<file path="src/hdl/whr_pkg.sv">
`timescale 1ns / 1ps
// whr_pkg: shared types, constants and constant tables of the range random generator
package whr_pkg;

   // Field widths
   localparam int FRACTION_BITS = 32;
   localparam int VALUE_BITS    = 16;
   localparam int SEED_BITS     = 15;

   // Shared multiplier operand width
   localparam int MUL_BITS = 32;

   // Seed update: product of a seed and its multiplier fits in 23 bits.
   // Reciprocal shift is chosen so floor(p * recip >> shift) == p / m exactly.
   localparam int PROD_SEED_BITS = 23;
   localparam int SEED_SHIFT     = PROD_SEED_BITS + SEED_BITS;
   localparam int QUOT_SEED_BITS = 9;

   // Fraction term: s * (2^F mod m) fits in 30 bits.
   localparam int TERM_REM_BITS = 30;
   localparam int TERM_SHIFT    = TERM_REM_BITS + SEED_BITS;

   // Register indexes of the configuration port
   localparam logic REG_RANGE_LOW  = 1'b0;
   localparam logic REG_RANGE_HIGH = 1'b1;

   localparam logic [VALUE_BITS-1:0] RANGE_LOW_RESET  = VALUE_BITS'(0);
   localparam logic [VALUE_BITS-1:0] RANGE_HIGH_RESET = VALUE_BITS'(100);
   localparam logic [SEED_BITS-1:0]  SEED_RESET       = SEED_BITS'(1);

   // Seed select codes
   localparam logic [1:0] SEED_IDX_A    = 2'd0;
   localparam logic [1:0] SEED_IDX_B    = 2'd1;
   localparam logic [1:0] SEED_IDX_C    = 2'd2;
   localparam logic [1:0] SEED_IDX_LAST = SEED_IDX_C;

   // Datapath operations
   localparam logic [2:0] OP_NONE       = 3'd0;
   localparam logic [2:0] OP_SEED_MUL   = 3'd1;
   localparam logic [2:0] OP_MOD_RECIP  = 3'd2;
   localparam logic [2:0] OP_MOD_FIX    = 3'd3;
   localparam logic [2:0] OP_TERM_REM   = 3'd4;
   localparam logic [2:0] OP_TERM_RECIP = 3'd5;
   localparam logic [2:0] OP_TERM_ADD   = 3'd6;
   localparam logic [2:0] OP_SCALE      = 3'd7;

   // Generator constants
   localparam logic [63:0] MULT_A = 64'd171;
   localparam logic [63:0] MULT_B = 64'd172;
   localparam logic [63:0] MULT_C = 64'd170;
   localparam logic [63:0] MOD_A  = 64'd30269;
   localparam logic [63:0] MOD_B  = 64'd30307;
   localparam logic [63:0] MOD_C  = 64'd30323;

   localparam logic [63:0] RECIP_SEED_A = ((64'd1 << SEED_SHIFT) + MOD_A - 64'd1) / MOD_A;
   localparam logic [63:0] RECIP_SEED_B = ((64'd1 << SEED_SHIFT) + MOD_B - 64'd1) / MOD_B;
   localparam logic [63:0] RECIP_SEED_C = ((64'd1 << SEED_SHIFT) + MOD_C - 64'd1) / MOD_C;

   // 2^F = m * QUO + REM, so s * 2^F / m = s * QUO + (s * REM) / m
   localparam logic [63:0] QUO_TERM_A = (64'd1 << FRACTION_BITS) / MOD_A;
   localparam logic [63:0] QUO_TERM_B = (64'd1 << FRACTION_BITS) / MOD_B;
   localparam logic [63:0] QUO_TERM_C = (64'd1 << FRACTION_BITS) / MOD_C;
   localparam logic [63:0] REM_TERM_A = (64'd1 << FRACTION_BITS) % MOD_A;
   localparam logic [63:0] REM_TERM_B = (64'd1 << FRACTION_BITS) % MOD_B;
   localparam logic [63:0] REM_TERM_C = (64'd1 << FRACTION_BITS) % MOD_C;

   localparam logic [63:0] RECIP_TERM_A = ((64'd1 << TERM_SHIFT) + MOD_A - 64'd1) / MOD_A;
   localparam logic [63:0] RECIP_TERM_B = ((64'd1 << TERM_SHIFT) + MOD_B - 64'd1) / MOD_B;
   localparam logic [63:0] RECIP_TERM_C = ((64'd1 << TERM_SHIFT) + MOD_C - 64'd1) / MOD_C;

   typedef struct packed {
      logic                 mode;
      logic [SEED_BITS-1:0] seed_one;
      logic [SEED_BITS-1:0] seed_two;
      logic [SEED_BITS-1:0] seed_three;
   } req_type;

   typedef struct packed {
      logic signed [VALUE_BITS-1:0] value;
      logic [FRACTION_BITS-1:0]     fraction;
      logic                         bad_range;
   } rsp_type;

   typedef struct packed {
      logic       accept;
      logic [2:0] op;
      logic [1:0] idx;
      logic       finish;
   } ctrl_cmd_type;

   typedef struct packed {
      logic load;
      logic out_free;
   } dp_status_type;

   function automatic logic [MUL_BITS-1:0] seed_multiplier(input logic [1:0] idx);
      case (idx)
         SEED_IDX_A: return MUL_BITS'(MULT_A);
         SEED_IDX_B: return MUL_BITS'(MULT_B);
         SEED_IDX_C: return MUL_BITS'(MULT_C);
         default:    return '0;
      endcase
   endfunction

   function automatic logic [MUL_BITS-1:0] seed_modulus(input logic [1:0] idx);
      case (idx)
         SEED_IDX_A: return MUL_BITS'(MOD_A);
         SEED_IDX_B: return MUL_BITS'(MOD_B);
         SEED_IDX_C: return MUL_BITS'(MOD_C);
         default:    return '0;
      endcase
   endfunction

   function automatic logic [MUL_BITS-1:0] seed_recip(input logic [1:0] idx);
      case (idx)
         SEED_IDX_A: return MUL_BITS'(RECIP_SEED_A);
         SEED_IDX_B: return MUL_BITS'(RECIP_SEED_B);
         SEED_IDX_C: return MUL_BITS'(RECIP_SEED_C);
         default:    return '0;
      endcase
   endfunction

   function automatic logic [MUL_BITS-1:0] term_quotient(input logic [1:0] idx);
      case (idx)
         SEED_IDX_A: return MUL_BITS'(QUO_TERM_A);
         SEED_IDX_B: return MUL_BITS'(QUO_TERM_B);
         SEED_IDX_C: return MUL_BITS'(QUO_TERM_C);
         default:    return '0;
      endcase
   endfunction

   function automatic logic [MUL_BITS-1:0] term_remainder(input logic [1:0] idx);
      case (idx)
         SEED_IDX_A: return MUL_BITS'(REM_TERM_A);
         SEED_IDX_B: return MUL_BITS'(REM_TERM_B);
         SEED_IDX_C: return MUL_BITS'(REM_TERM_C);
         default:    return '0;
      endcase
   endfunction

   function automatic logic [MUL_BITS-1:0] term_recip(input logic [1:0] idx);
      case (idx)
         SEED_IDX_A: return MUL_BITS'(RECIP_TERM_A);
         SEED_IDX_B: return MUL_BITS'(RECIP_TERM_B);
         SEED_IDX_C: return MUL_BITS'(RECIP_TERM_C);
         default:    return '0;
      endcase
   endfunction

endpackage

</file>
<file path="src/hdl/whr_ctrl.sv">
`timescale 1ns / 1ps
// whr_ctrl: state machine that sequences the shared-multiplier datapath
module whr_ctrl (
   input  logic                   clock,
   input  logic                   reset,
   input  logic                   req_valid,
   output logic                   req_ready,
   input  whr_pkg::dp_status_type status,
   output whr_pkg::ctrl_cmd_type  cmd
);

   localparam logic [3:0] ST_IDLE       = 4'd0;
   localparam logic [3:0] ST_SEED_MUL   = 4'd1;
   localparam logic [3:0] ST_MOD_RECIP  = 4'd2;
   localparam logic [3:0] ST_MOD_FIX    = 4'd3;
   localparam logic [3:0] ST_TERM_REM   = 4'd4;
   localparam logic [3:0] ST_TERM_RECIP = 4'd5;
   localparam logic [3:0] ST_TERM_ADD   = 4'd6;
   localparam logic [3:0] ST_SCALE      = 4'd7;
   localparam logic [3:0] ST_DONE       = 4'd8;

   logic [3:0] state_ff, state_in;
   logic [1:0] idx_ff, idx_in;

   always_comb begin
      state_in   = state_ff;
      idx_in     = idx_ff;
      req_ready  = 1'b0;
      cmd.accept = 1'b0;
      cmd.op     = whr_pkg::OP_NONE;
      cmd.idx    = idx_ff;
      cmd.finish = 1'b0;
      case (state_ff)
         ST_IDLE: begin
            req_ready = 1'b1;
            if (req_valid) begin
               cmd.accept = 1'b1;
               idx_in     = whr_pkg::SEED_IDX_A;
               state_in   = status.load ? ST_DONE : ST_SEED_MUL;
            end
         end
         ST_SEED_MUL: begin
            cmd.op   = whr_pkg::OP_SEED_MUL;
            state_in = ST_MOD_RECIP;
         end
         ST_MOD_RECIP: begin
            cmd.op   = whr_pkg::OP_MOD_RECIP;
            state_in = ST_MOD_FIX;
         end
         ST_MOD_FIX: begin
            cmd.op   = whr_pkg::OP_MOD_FIX;
            state_in = ST_TERM_REM;
         end
         ST_TERM_REM: begin
            cmd.op   = whr_pkg::OP_TERM_REM;
            state_in = ST_TERM_RECIP;
         end
         ST_TERM_RECIP: begin
            cmd.op   = whr_pkg::OP_TERM_RECIP;
            state_in = ST_TERM_ADD;
         end
         ST_TERM_ADD: begin
            cmd.op = whr_pkg::OP_TERM_ADD;
            if (idx_ff == whr_pkg::SEED_IDX_LAST) begin
               state_in = ST_SCALE;
            end else begin
               idx_in   = idx_ff + 2'd1;
               state_in = ST_SEED_MUL;
            end
         end
         ST_SCALE: begin
            cmd.op   = whr_pkg::OP_SCALE;
            state_in = ST_DONE;
         end
         ST_DONE: begin
            // wait for room in the output register
            if (status.out_free) begin
               cmd.finish = 1'b1;
               state_in   = ST_IDLE;
            end
         end
         default: begin
            state_in = ST_IDLE;
         end
      endcase
   end

   always_ff @(posedge clock) begin
      if (reset) begin
         state_ff <= ST_IDLE;
         idx_ff   <= whr_pkg::SEED_IDX_A;
      end else begin
         state_ff <= state_in;
         idx_ff   <= idx_in;
      end
   end

endmodule

</file>
<file path="src/hdl/whr_datapath.sv">
`timescale 1ns / 1ps
// whr_datapath: seeds, range registers, shared multiplier and output register
module whr_datapath (
   input  logic                                   clock,
   input  logic                                   reset,
   input  whr_pkg::req_type                       req_data,
   output logic                                   rsp_valid,
   input  logic                                   rsp_ready,
   output whr_pkg::rsp_type                       rsp_data,
   input  logic                                   csr_wr_en,
   input  logic                                   csr_index,
   input  logic [whr_pkg::VALUE_BITS-1:0]         csr_wdata,
   input  whr_pkg::ctrl_cmd_type                  cmd,
   output whr_pkg::dp_status_type                 status
);

   localparam int VB = whr_pkg::VALUE_BITS;
   localparam int FB = whr_pkg::FRACTION_BITS;
   localparam int SB = whr_pkg::SEED_BITS;
   localparam int MB = whr_pkg::MUL_BITS;

   logic [VB-1:0] range_low_ff, range_low_in;
   logic [VB-1:0] range_high_ff, range_high_in;
   logic [SB-1:0] seed_a_ff, seed_a_in;
   logic [SB-1:0] seed_b_ff, seed_b_in;
   logic [SB-1:0] seed_c_ff, seed_c_in;

   logic [whr_pkg::PROD_SEED_BITS-1:0] p_ff, p_in;
   logic [whr_pkg::QUOT_SEED_BITS-1:0] q_ff, q_in;
   logic [whr_pkg::TERM_REM_BITS-1:0]  x_ff, x_in;
   logic [SB-1:0]                      q2_ff, q2_in;
   logic [FB-1:0]                      acc_ff, acc_in;
   logic [VB-1:0]                      value_ff, value_in;
   logic                               bad_ff, bad_in;

   logic             rsp_valid_ff, rsp_valid_in;
   whr_pkg::rsp_type rsp_data_ff, rsp_data_in;

   logic [SB-1:0]   seed_sel;
   logic [SB-1:0]   seed_new;
   logic [MB-1:0]   mul_a, mul_b;
   logic [2*MB-1:0] prod;
   logic            range_bad;
   logic [VB:0]     range_diff;
   logic [VB+1:0]   scaled;
   logic            scale_rem;

   always_comb begin
      case (cmd.idx)
         whr_pkg::SEED_IDX_A: seed_sel = seed_a_ff;
         whr_pkg::SEED_IDX_B: seed_sel = seed_b_ff;
         whr_pkg::SEED_IDX_C: seed_sel = seed_c_ff;
         default:             seed_sel = '0;
      endcase
   end

   assign range_bad  = $signed(range_low_ff) > $signed(range_high_ff);
   assign range_diff = {range_high_ff[VB-1], range_high_ff}
                       - {range_low_ff[VB-1], range_low_ff};

   // operand selection for the single multiplier
   always_comb begin
      mul_a = '0;
      mul_b = '0;
      case (cmd.op)
         whr_pkg::OP_SEED_MUL: begin
            mul_a = MB'(seed_sel);
            mul_b = whr_pkg::seed_multiplier(cmd.idx);
         end
         whr_pkg::OP_MOD_RECIP: begin
            mul_a = MB'(p_ff);
            mul_b = whr_pkg::seed_recip(cmd.idx);
         end
         whr_pkg::OP_MOD_FIX: begin
            mul_a = MB'(q_ff);
            mul_b = whr_pkg::seed_modulus(cmd.idx);
         end
         whr_pkg::OP_TERM_REM: begin
            mul_a = MB'(seed_sel);
            mul_b = whr_pkg::term_remainder(cmd.idx);
         end
         whr_pkg::OP_TERM_RECIP: begin
            mul_a = MB'(x_ff);
            mul_b = whr_pkg::term_recip(cmd.idx);
         end
         whr_pkg::OP_TERM_ADD: begin
            mul_a = MB'(seed_sel);
            mul_b = whr_pkg::term_quotient(cmd.idx);
         end
         whr_pkg::OP_SCALE: begin
            mul_a = MB'(range_diff[VB-1:0]);
            mul_b = MB'(acc_ff);
         end
         default: begin
            mul_a = '0;
            mul_b = '0;
         end
      endcase
   end

   assign prod = (2*MB)'(mul_a) * (2*MB)'(mul_b);

   // remainder of the seed update: p - (p / m) * m, always below m
   assign seed_new = SB'(p_ff - prod[whr_pkg::PROD_SEED_BITS-1:0]);

   // lo + floor(len * frac), stepped toward zero when negative and inexact
   assign scale_rem = |prod[FB-1:0];
   always_comb begin
      scaled = {{2{range_low_ff[VB-1]}}, range_low_ff} + {2'b00, prod[FB +: VB]};
      if (scaled[VB+1] && scale_rem) begin
         scaled = scaled + (VB+2)'(1);
      end
   end

   always_comb begin
      range_low_in  = range_low_ff;
      range_high_in = range_high_ff;
      seed_a_in     = seed_a_ff;
      seed_b_in     = seed_b_ff;
      seed_c_in     = seed_c_ff;
      p_in          = p_ff;
      q_in          = q_ff;
      x_in          = x_ff;
      q2_in         = q2_ff;
      acc_in        = acc_ff;
      value_in      = value_ff;
      bad_in        = bad_ff;

      if (csr_wr_en) begin
         case (csr_index)
            whr_pkg::REG_RANGE_LOW:  range_low_in  = csr_wdata;
            whr_pkg::REG_RANGE_HIGH: range_high_in = csr_wdata;
            default: begin
               range_low_in = range_low_ff;
            end
         endcase
      end

      if (cmd.accept) begin
         acc_in   = '0;
         value_in = '0;
         bad_in   = 1'b0;
         if (req_data.mode) begin
            seed_a_in = req_data.seed_one;
            seed_b_in = req_data.seed_two;
            seed_c_in = req_data.seed_three;
         end
      end

      case (cmd.op)
         whr_pkg::OP_SEED_MUL: begin
            p_in = prod[whr_pkg::PROD_SEED_BITS-1:0];
         end
         whr_pkg::OP_MOD_RECIP: begin
            q_in = prod[whr_pkg::SEED_SHIFT +: whr_pkg::QUOT_SEED_BITS];
         end
         whr_pkg::OP_MOD_FIX: begin
            case (cmd.idx)
               whr_pkg::SEED_IDX_A: seed_a_in = seed_new;
               whr_pkg::SEED_IDX_B: seed_b_in = seed_new;
               whr_pkg::SEED_IDX_C: seed_c_in = seed_new;
               default: begin
                  seed_a_in = seed_a_ff;
               end
            endcase
         end
         whr_pkg::OP_TERM_REM: begin
            x_in = prod[whr_pkg::TERM_REM_BITS-1:0];
         end
         whr_pkg::OP_TERM_RECIP: begin
            q2_in = prod[whr_pkg::TERM_SHIFT +: SB];
         end
         whr_pkg::OP_TERM_ADD: begin
            acc_in = acc_ff + prod[FB-1:0] + FB'(q2_ff);
         end
         whr_pkg::OP_SCALE: begin
            bad_in   = range_bad;
            value_in = range_bad ? '0 : scaled[VB-1:0];
         end
         default: begin
            p_in = p_ff;
         end
      endcase
   end

   // output register
   assign status.out_free = !rsp_valid_ff || rsp_ready;
   assign status.load     = req_data.mode;

   always_comb begin
      rsp_valid_in = rsp_valid_ff;
      rsp_data_in  = rsp_data_ff;
      if (cmd.finish) begin
         rsp_valid_in          = 1'b1;
         rsp_data_in.value     = value_ff;
         rsp_data_in.fraction  = acc_ff;
         rsp_data_in.bad_range = bad_ff;
      end else if (rsp_ready) begin
         rsp_valid_in = 1'b0;
      end
   end

   always_ff @(posedge clock) begin
      if (reset) begin
         range_low_ff  <= whr_pkg::RANGE_LOW_RESET;
         range_high_ff <= whr_pkg::RANGE_HIGH_RESET;
         seed_a_ff     <= whr_pkg::SEED_RESET;
         seed_b_ff     <= whr_pkg::SEED_RESET;
         seed_c_ff     <= whr_pkg::SEED_RESET;
         rsp_valid_ff  <= 1'b0;
      end else begin
         range_low_ff  <= range_low_in;
         range_high_ff <= range_high_in;
         seed_a_ff     <= seed_a_in;
         seed_b_ff     <= seed_b_in;
         seed_c_ff     <= seed_c_in;
         rsp_valid_ff  <= rsp_valid_in;
      end
   end

   always_ff @(posedge clock) begin
      p_ff        <= p_in;
      q_ff        <= q_in;
      x_ff        <= x_in;
      q2_ff       <= q2_in;
      acc_ff      <= acc_in;
      value_ff    <= value_in;
      bad_ff      <= bad_in;
      rsp_data_ff <= rsp_data_in;
   end

   assign rsp_valid = rsp_valid_ff;
   assign rsp_data  = rsp_data_ff;

endmodule

</file>
<file path="src/hdl/wichmann_hill_range_random.sv">
`timescale 1ns / 1ps
// wichmann_hill_range_random: top level of the range-mapped AS 183 random generator
//
// Three-seed combined multiplicative congruential generator (multipliers 171, 172,
// 170; moduli 30269, 30307, 30323). A request word with mode 0 advances the seeds
// and returns one response word: fraction is the wrapped sum of seed/modulus as
// unsigned Q0.32, and value is range_low + (range_high - range_low) * fraction,
// truncated toward zero. If range_low > range_high, bad_range is set and value is
// 0 while the seeds still advance. A request word with mode 1 loads the three seeds
// as given and returns a word of all zeros. Seeds reset to 1, range to [0, 100].
// Timing: one word is in flight at a time. A draw runs from acceptance to the
// response register as 6 multiplier passes per seed, one scaling pass and one
// write-out; a seed load goes straight to write-out. The next request is taken
// in the cycle after write-out, once the sequencer is back in its idle state.
// All arithmetic goes through one 32x32 multiplier; reductions modulo the seed
// moduli and the divisions by them use exact reciprocal multiplies, so the
// multiplier pass count sets the draw time. The response register decouples the
// two sides: a finished word waits there while the next request is accepted, and
// the block only stalls at write-out if the previous word has not been taken.
// Range registers are written through the csr port (index 0 range_low, 1
// range_high) and should only change while no request is in flight.
module wichmann_hill_range_random (
   input  logic                           clock,
   input  logic                           reset,
   // request channel
   input  logic                           req_valid,
   output logic                           req_ready,
   input  whr_pkg::req_type               req_data,
   // response channel
   output logic                           rsp_valid,
   input  logic                           rsp_ready,
   output whr_pkg::rsp_type               rsp_data,
   // register write port
   input  logic                           csr_wr_en,
   input  logic                           csr_index,
   input  logic [whr_pkg::VALUE_BITS-1:0] csr_wdata
);

   whr_pkg::ctrl_cmd_type  cmd;
   whr_pkg::dp_status_type status;

   // sequencer: owns the request handshake and the multiplier schedule
   whr_ctrl u_ctrl (
      .clock     (clock),
      .reset     (reset),
      .req_valid (req_valid),
      .req_ready (req_ready),
      .status    (status),
      .cmd       (cmd)
   );

   // seeds, range registers, shared multiplier, response register
   whr_datapath u_datapath (
      .clock     (clock),
      .reset     (reset),
      .req_data  (req_data),
      .rsp_valid (rsp_valid),
      .rsp_ready (rsp_ready),
      .rsp_data  (rsp_data),
      .csr_wr_en (csr_wr_en),
      .csr_index (csr_index),
      .csr_wdata (csr_wdata),
      .cmd       (cmd),
      .status    (status)
   );

endmodule

</file>
<file path="config.mk">
export PLATFORM = sky130hd
export DESIGN_NAME = wichmann_hill_range_random
export DESIGN_NICKNAME = d
export VERILOG_FILES = /design/src/hdl/whr_pkg.sv /design/src/hdl/whr_ctrl.sv /design/src/hdl/whr_datapath.sv /design/src/hdl/wichmann_hill_range_random.sv
export SDC_FILE = /design/constraint.sdc
export NUM_CORES = 2
export LEC_CHECK = 0
export ABC_AREA = 0
export BUFFER_PORTS_ARGS = -buffer_cell sky130_fd_sc_hd__buf_2
export CAP_MARGIN = 0
export CORE_MARGIN = 2
export CORE_UTILIZATION = 45
export CTS_CLUSTER_SIZE = 8
export DETAILED_ROUTE_END_ITERATION = 8
export PLACE_DENSITY = 0.66
export SLEW_MARGIN = 25
export SYNTH_ARGS = -nofsm -noshare
export SYNTH_HDL_FRONTEND = slang
export SYNTH_SLANG_ARGS = --single-unit
</file>
<file path="constraint.sdc">
create_clock -name clock -period 22.5 [get_ports clock]
set_input_delay 0 -clock clock [delete_from_list [all_inputs] [get_ports clock]]
set_output_delay 0 -clock clock [all_outputs]
set_load 0.05 [all_outputs]
</file>
==> results.rst <==
.. list-table::
   :header-rows: 1

   * - Metric
     - Value
   * - Outcome
     - completed
   * - Post-Place Cells
     - 6201
   * - Core region area
     - 96710 µm²
   * - Buffers inserted by post-CTS timing repair
     - 0
   * - Fin Clk Skew
     - 0.03695 ns
   * - Clock latency on the worst-skew pair
     - 0.59 ns
   * - Final weighted congestion in routability-driven placement
     - 0.9904
   * - Total via count after detailed routing
     - 34.83k
   * - Syn. warnings
     - 0
   * - Critical path data required time
     - 22.82 ns
   * - Combined area of all synthesized cells
     - 43920 µm²
   * - Register bit count reported by yosys
     - 259
   * - DP HPWL
     - 112300 µm
   * - Most common cell on crit path
     - sky130_fd_sc_hd__fa_1
   * - Period utilisation layout
     - 0.6006
   * - Aggregate global routing overflow
     - 0
   * - Arrival time reported for the critical path endpoint
     - 13.84 ns
   * - Cts bufs inserted
     - 39
   * - Pin count of the biggest net entering global routing
     - 71
   * - Mapped Avg Cell Area
     - 9.085 µm²
   * - Total power divided by cell area
     - 53.80 nW/µm²
   * - Width of the die
     - 316.4 µm
   * - Fraction of registers with async set/reset
     - 0
   * - GRT Util Overall
     - 0.2899
   * - Floorplan die area
     - 100100 µm²
   * - Post-layout net count
     - 6294
   * - Final setup violation count
     - 0
   * - First DRT Iteration DRCs
     - 3206
   * - Most common library cell in the layout ignoring fill and taps
     - sky130_fd_sc_hd__inv_1
   * - Final-report max-slew violation count
     - 0
   * - Max Cap Viol
     - 0
   * - Clk slew on worst S/H paths
     - 0.05 ns
   * - Antenna-violating nets left
     - 0
   * - Routed vias/inst
     - 5.493
   * - Global-route wire length before repair
     - 216400 µm
   * - Initial antenna violation count
     - 2
   * - Master of the slowest instance on the critical path
     - sky130_fd_sc_hd__o21a_1
   * - Total negative slack for setup checks
     - 0 ns
   * - Root buffer cell
     - sky130_fd_sc_hd__clkbuf_16
   * - Critical Path Fanout Max
     - 11
   * - Synth-to-Final Area Change
     - 9.980%
   * - Clock tree from TritonCTS
     - built
   * - Share of the yosys chip area belonging to registers
     - 0.1579
   * - Number of flops mapped to enable cells by yosys
     - 175
   * - Final worst hold slack
     - 0.08471 ns
   * - DRC violations left
     - 0
   * - Worst hold path class
     - in2reg
   * - Post-route standard cell area excluding fillers
     - 48300 µm²
   * - Via count of the first global-routing pass
     - 35.95k
   * - Critical path endpoint category
     - flop
   * - Placement row count
     - 114
   * - Slew Limit Headroom
     - 0.2209
   * - Transition time at the pin with the least slew margin
     - 1.160 ns
   * - Die height
     - 316.4 µm
   * - Static leakage
     - 0.02263 µW
   * - Port Buf Inserts
     - 118
   * - Average wire length per cell after detail routing
     - 22.14 µm
   * - Initial Util
     - 0.4541
   * - Nature of the critical path startpoint
     - flop
   * - Number of unique standard cell types used by synthesis
     - 79
   * - Commonest cells after routing, fill and taps aside
     - sky130_fd_sc_hd__inv_1, sky130_fd_sc_hd__fa_1, sky130_fd_sc_hd__nand2_1, sky130_fd_sc_hd__nor2_1, sky130_fd_sc_hd__ha_1
   * - Post-synthesis instance total
     - 4834
   * - Resized Gates After CTS
     - 0
   * - CTS sink count
     - 259
   * - First-pass iteration count of the detailed router
     - 7
   * - Predominant post-synthesis flop cell
     - sky130_fd_sc_hd__edfxtp_1
   * - Count of H-tree levels built during CTS
     - 2
   * - Worst IR drop on VDD
     - 0.07119 mV
   * - Worst hold stages
     - 3
   * - Reg-to-reg slack, setup
     - 8.99 ns
   * - Largest incremental delay on the critical path
     - 0.61 ns
   * - Fmax
     - 74.00 MHz
   * - Top-Level Pins
     - 119
   * - Layout Utilization
     - 0.4994
   * - Final-layout fill cell count
     - 9114
   * - Number of cells in the finished layout apart from fillers
     - 6342
   * - Final hold violation count
     - 0
   * - Number of cell instances on the worst register-to-register path
     - 50
   * - Category of the critical setup timing path
     - reg2reg
   * - Buffers from clock root to sink, at most
     - 3
   * - Layout cell share with drive strength beyond 1
     - 0.05787
   * - RSZ-0062 raised after global routing
     - false
   * - Hold-fix buffers, CTS
     - 69
   * - Period minus WS final
     - 13.51 ns
   * - WL final
     - 140400 µm
   * - Total cell area at the placement stage
     - 46410 µm²
[where the power goes]
| part | switching, µW | internal, µW |
|---|---|---|
| logic | 922 | 501 |
| registers | 34.9 | 578 |
| clock network | 238 | 324 |
| total | 1200 | 1400 |
[worst max-delay path: cells and delay by family (launching register included)]
family                     cells  cell delay (ns)
AOI/OAI and AO/OA             24             5.53
buffers and inverters          7             0.41
and+or+nand+nor                5             1.03
xor gates and xnor gates       3             0.96
DFF                            1             0.44
adders and majority gates     11             4.87
[cells by family after synthesis]
logic type	share of synthesized area
and+or+nand+nor	0.1353
DFF	0.1579
buffers and inverters	0.1061
xor gates and xnor gates	0.02413
other	0.0001710
AOI/OAI and AO/OA	0.09023
muxes	0.001368
adders and majority gates	0.4847
[metrics by stage]
stage / power (µW) / worst slack, ns
final: 2598 / 8.986
after CTS: 2590 / 9.074
after global placement: 1997 / 9.334
after detailed placement: 2006 / 9.141
after global routing: 2754 / 7.977
after floorplan: 1505 / 9.635
[metal layers]
metal | track usage | share of wire | vias to the layer above
li1 | - | - | 15290
met1 | 0.3892 | 0.40 | 17520
met2 | 0.4464 | 0.44 | 1681
met3 | 0.07495 | 0.11 | 343
met4 | 0.1233 | 0.052 | 0
met5 | 0 | 0 | -
[path summary, 6_finish.rpt]
path,from,to
hold / removal,reset,u_datapath.seed_a_ff[4]
setup reg to reg,u_datapath.range_low_ff[1],u_datapath.value_ff[10]
hold reg to reg,u_datapath.value_ff[0],u_datapath.rsp_data[33]
setup / recovery,u_datapath.range_low_ff[1],u_datapath.value_ff[10]
[synth_stat cells, types with 11 or more instances]
| cell type | instances | area, µm² |
|---|---|---|
| sky130_fd_sc_hd__o21ai_1 | 21 | 105.1 |
| sky130_fd_sc_hd__xnor2_1 | 78 | 683.2 |
| sky130_fd_sc_hd__nand4_1 | 16 | 100.1 |
| sky130_fd_sc_hd__a21o_1 | 71 | 533.0 |
| sky130_fd_sc_hd__dfxtp_1 | 84 | 1682 |
| sky130_fd_sc_hd__o21ai_0 | 90 | 450.4 |
| sky130_fd_sc_hd__a21oi_1 | 162 | 810.8 |
| sky130_fd_sc_hd__o22ai_1 | 14 | 87.58 |
| sky130_fd_sc_hd__and3_1 | 20 | 125.1 |
| sky130_fd_sc_hd__or3_1 | 15 | 93.84 |
| sky130_fd_sc_hd__a22o_1 | 11 | 96.34 |
| sky130_fd_sc_hd__buf_1 | 12 | 45.04 |
| sky130_fd_sc_hd__nor2b_1 | 20 | 125.1 |
| sky130_fd_sc_hd__a22oi_1 | 26 | 195.2 |
| sky130_fd_sc_hd__edfxtp_1 | 175 | 5255 |
| sky130_fd_sc_hd__nor2_1 | 471 | 1768 |
| sky130_fd_sc_hd__nand3_1 | 47 | 235.2 |
| sky130_fd_sc_hd__nand2_1 | 703 | 2639 |
| sky130_fd_sc_hd__o21bai_1 | 18 | 135.1 |
| sky130_fd_sc_hd__a222oi_1 | 22 | 220.2 |
| sky130_fd_sc_hd__a211oi_1 | 15 | 112.6 |
| sky130_fd_sc_hd__nand2b_1 | 24 | 150.1 |
| sky130_fd_sc_hd__inv_1 | 1027 | 3855 |
| sky130_fd_sc_hd__a311oi_1 | 28 | 245.2 |
| sky130_fd_sc_hd__nor3_1 | 39 | 195.2 |
| sky130_fd_sc_hd__clkbuf_1 | 191 | 716.9 |
| sky130_fd_sc_hd__ha_1 | 335 | 4192 |
| sky130_fd_sc_hd__xor2_1 | 43 | 376.6 |
| sky130_fd_sc_hd__a31oi_1 | 13 | 81.33 |
| sky130_fd_sc_hd__fa_1 | 854 | 17100 |
| sky130_fd_sc_hd__o21a_1 | 21 | 157.7 |
| sky130_fd_sc_hd__and2_1 | 41 | 256.5 |
[state kept, by name, indices dropped and copies added (netlist names)]
| name | cells |
|---|---|
| u_datapath.seed_c_ff | 15 |
| u_datapath.q2_ff | 15 |
| u_datapath.x_ff | 30 |
| u_datapath.rsp_data | 49 |
| u_datapath.range_low_ff | 16 |
| u_ctrl.idx_ff | 2 |
| u_datapath.rsp_valid | 1 |
| u_datapath.range_high_ff | 16 |
| u_datapath.seed_b_ff | 15 |
| u_datapath.value_ff | 16 |
| u_datapath.q_ff | 9 |
| u_datapath.seed_a_ff | 15 |
| u_ctrl.state_ff | 4 |
| u_datapath.p_ff | 23 |
| u_datapath.acc_ff | 32 |
| u_datapath.bad_ff | 1 |
[final cells by class]
type,instances,area (µm²),area share
Sequential cell,259,6937,0.1436
Clock inverter,7,85.08,0.001762
Clock buffer,60,1055,0.02184
Inverter,1027,3855,0.07981
Antenna cell,3,7.507,0.0001554
Tap cell,1276,1597,0.03305
Multi-Input combinational cell,3440,32850,0.6802
Timing Repair Buffer,270,1911,0.03956
(Power assumes the default switching activity.)
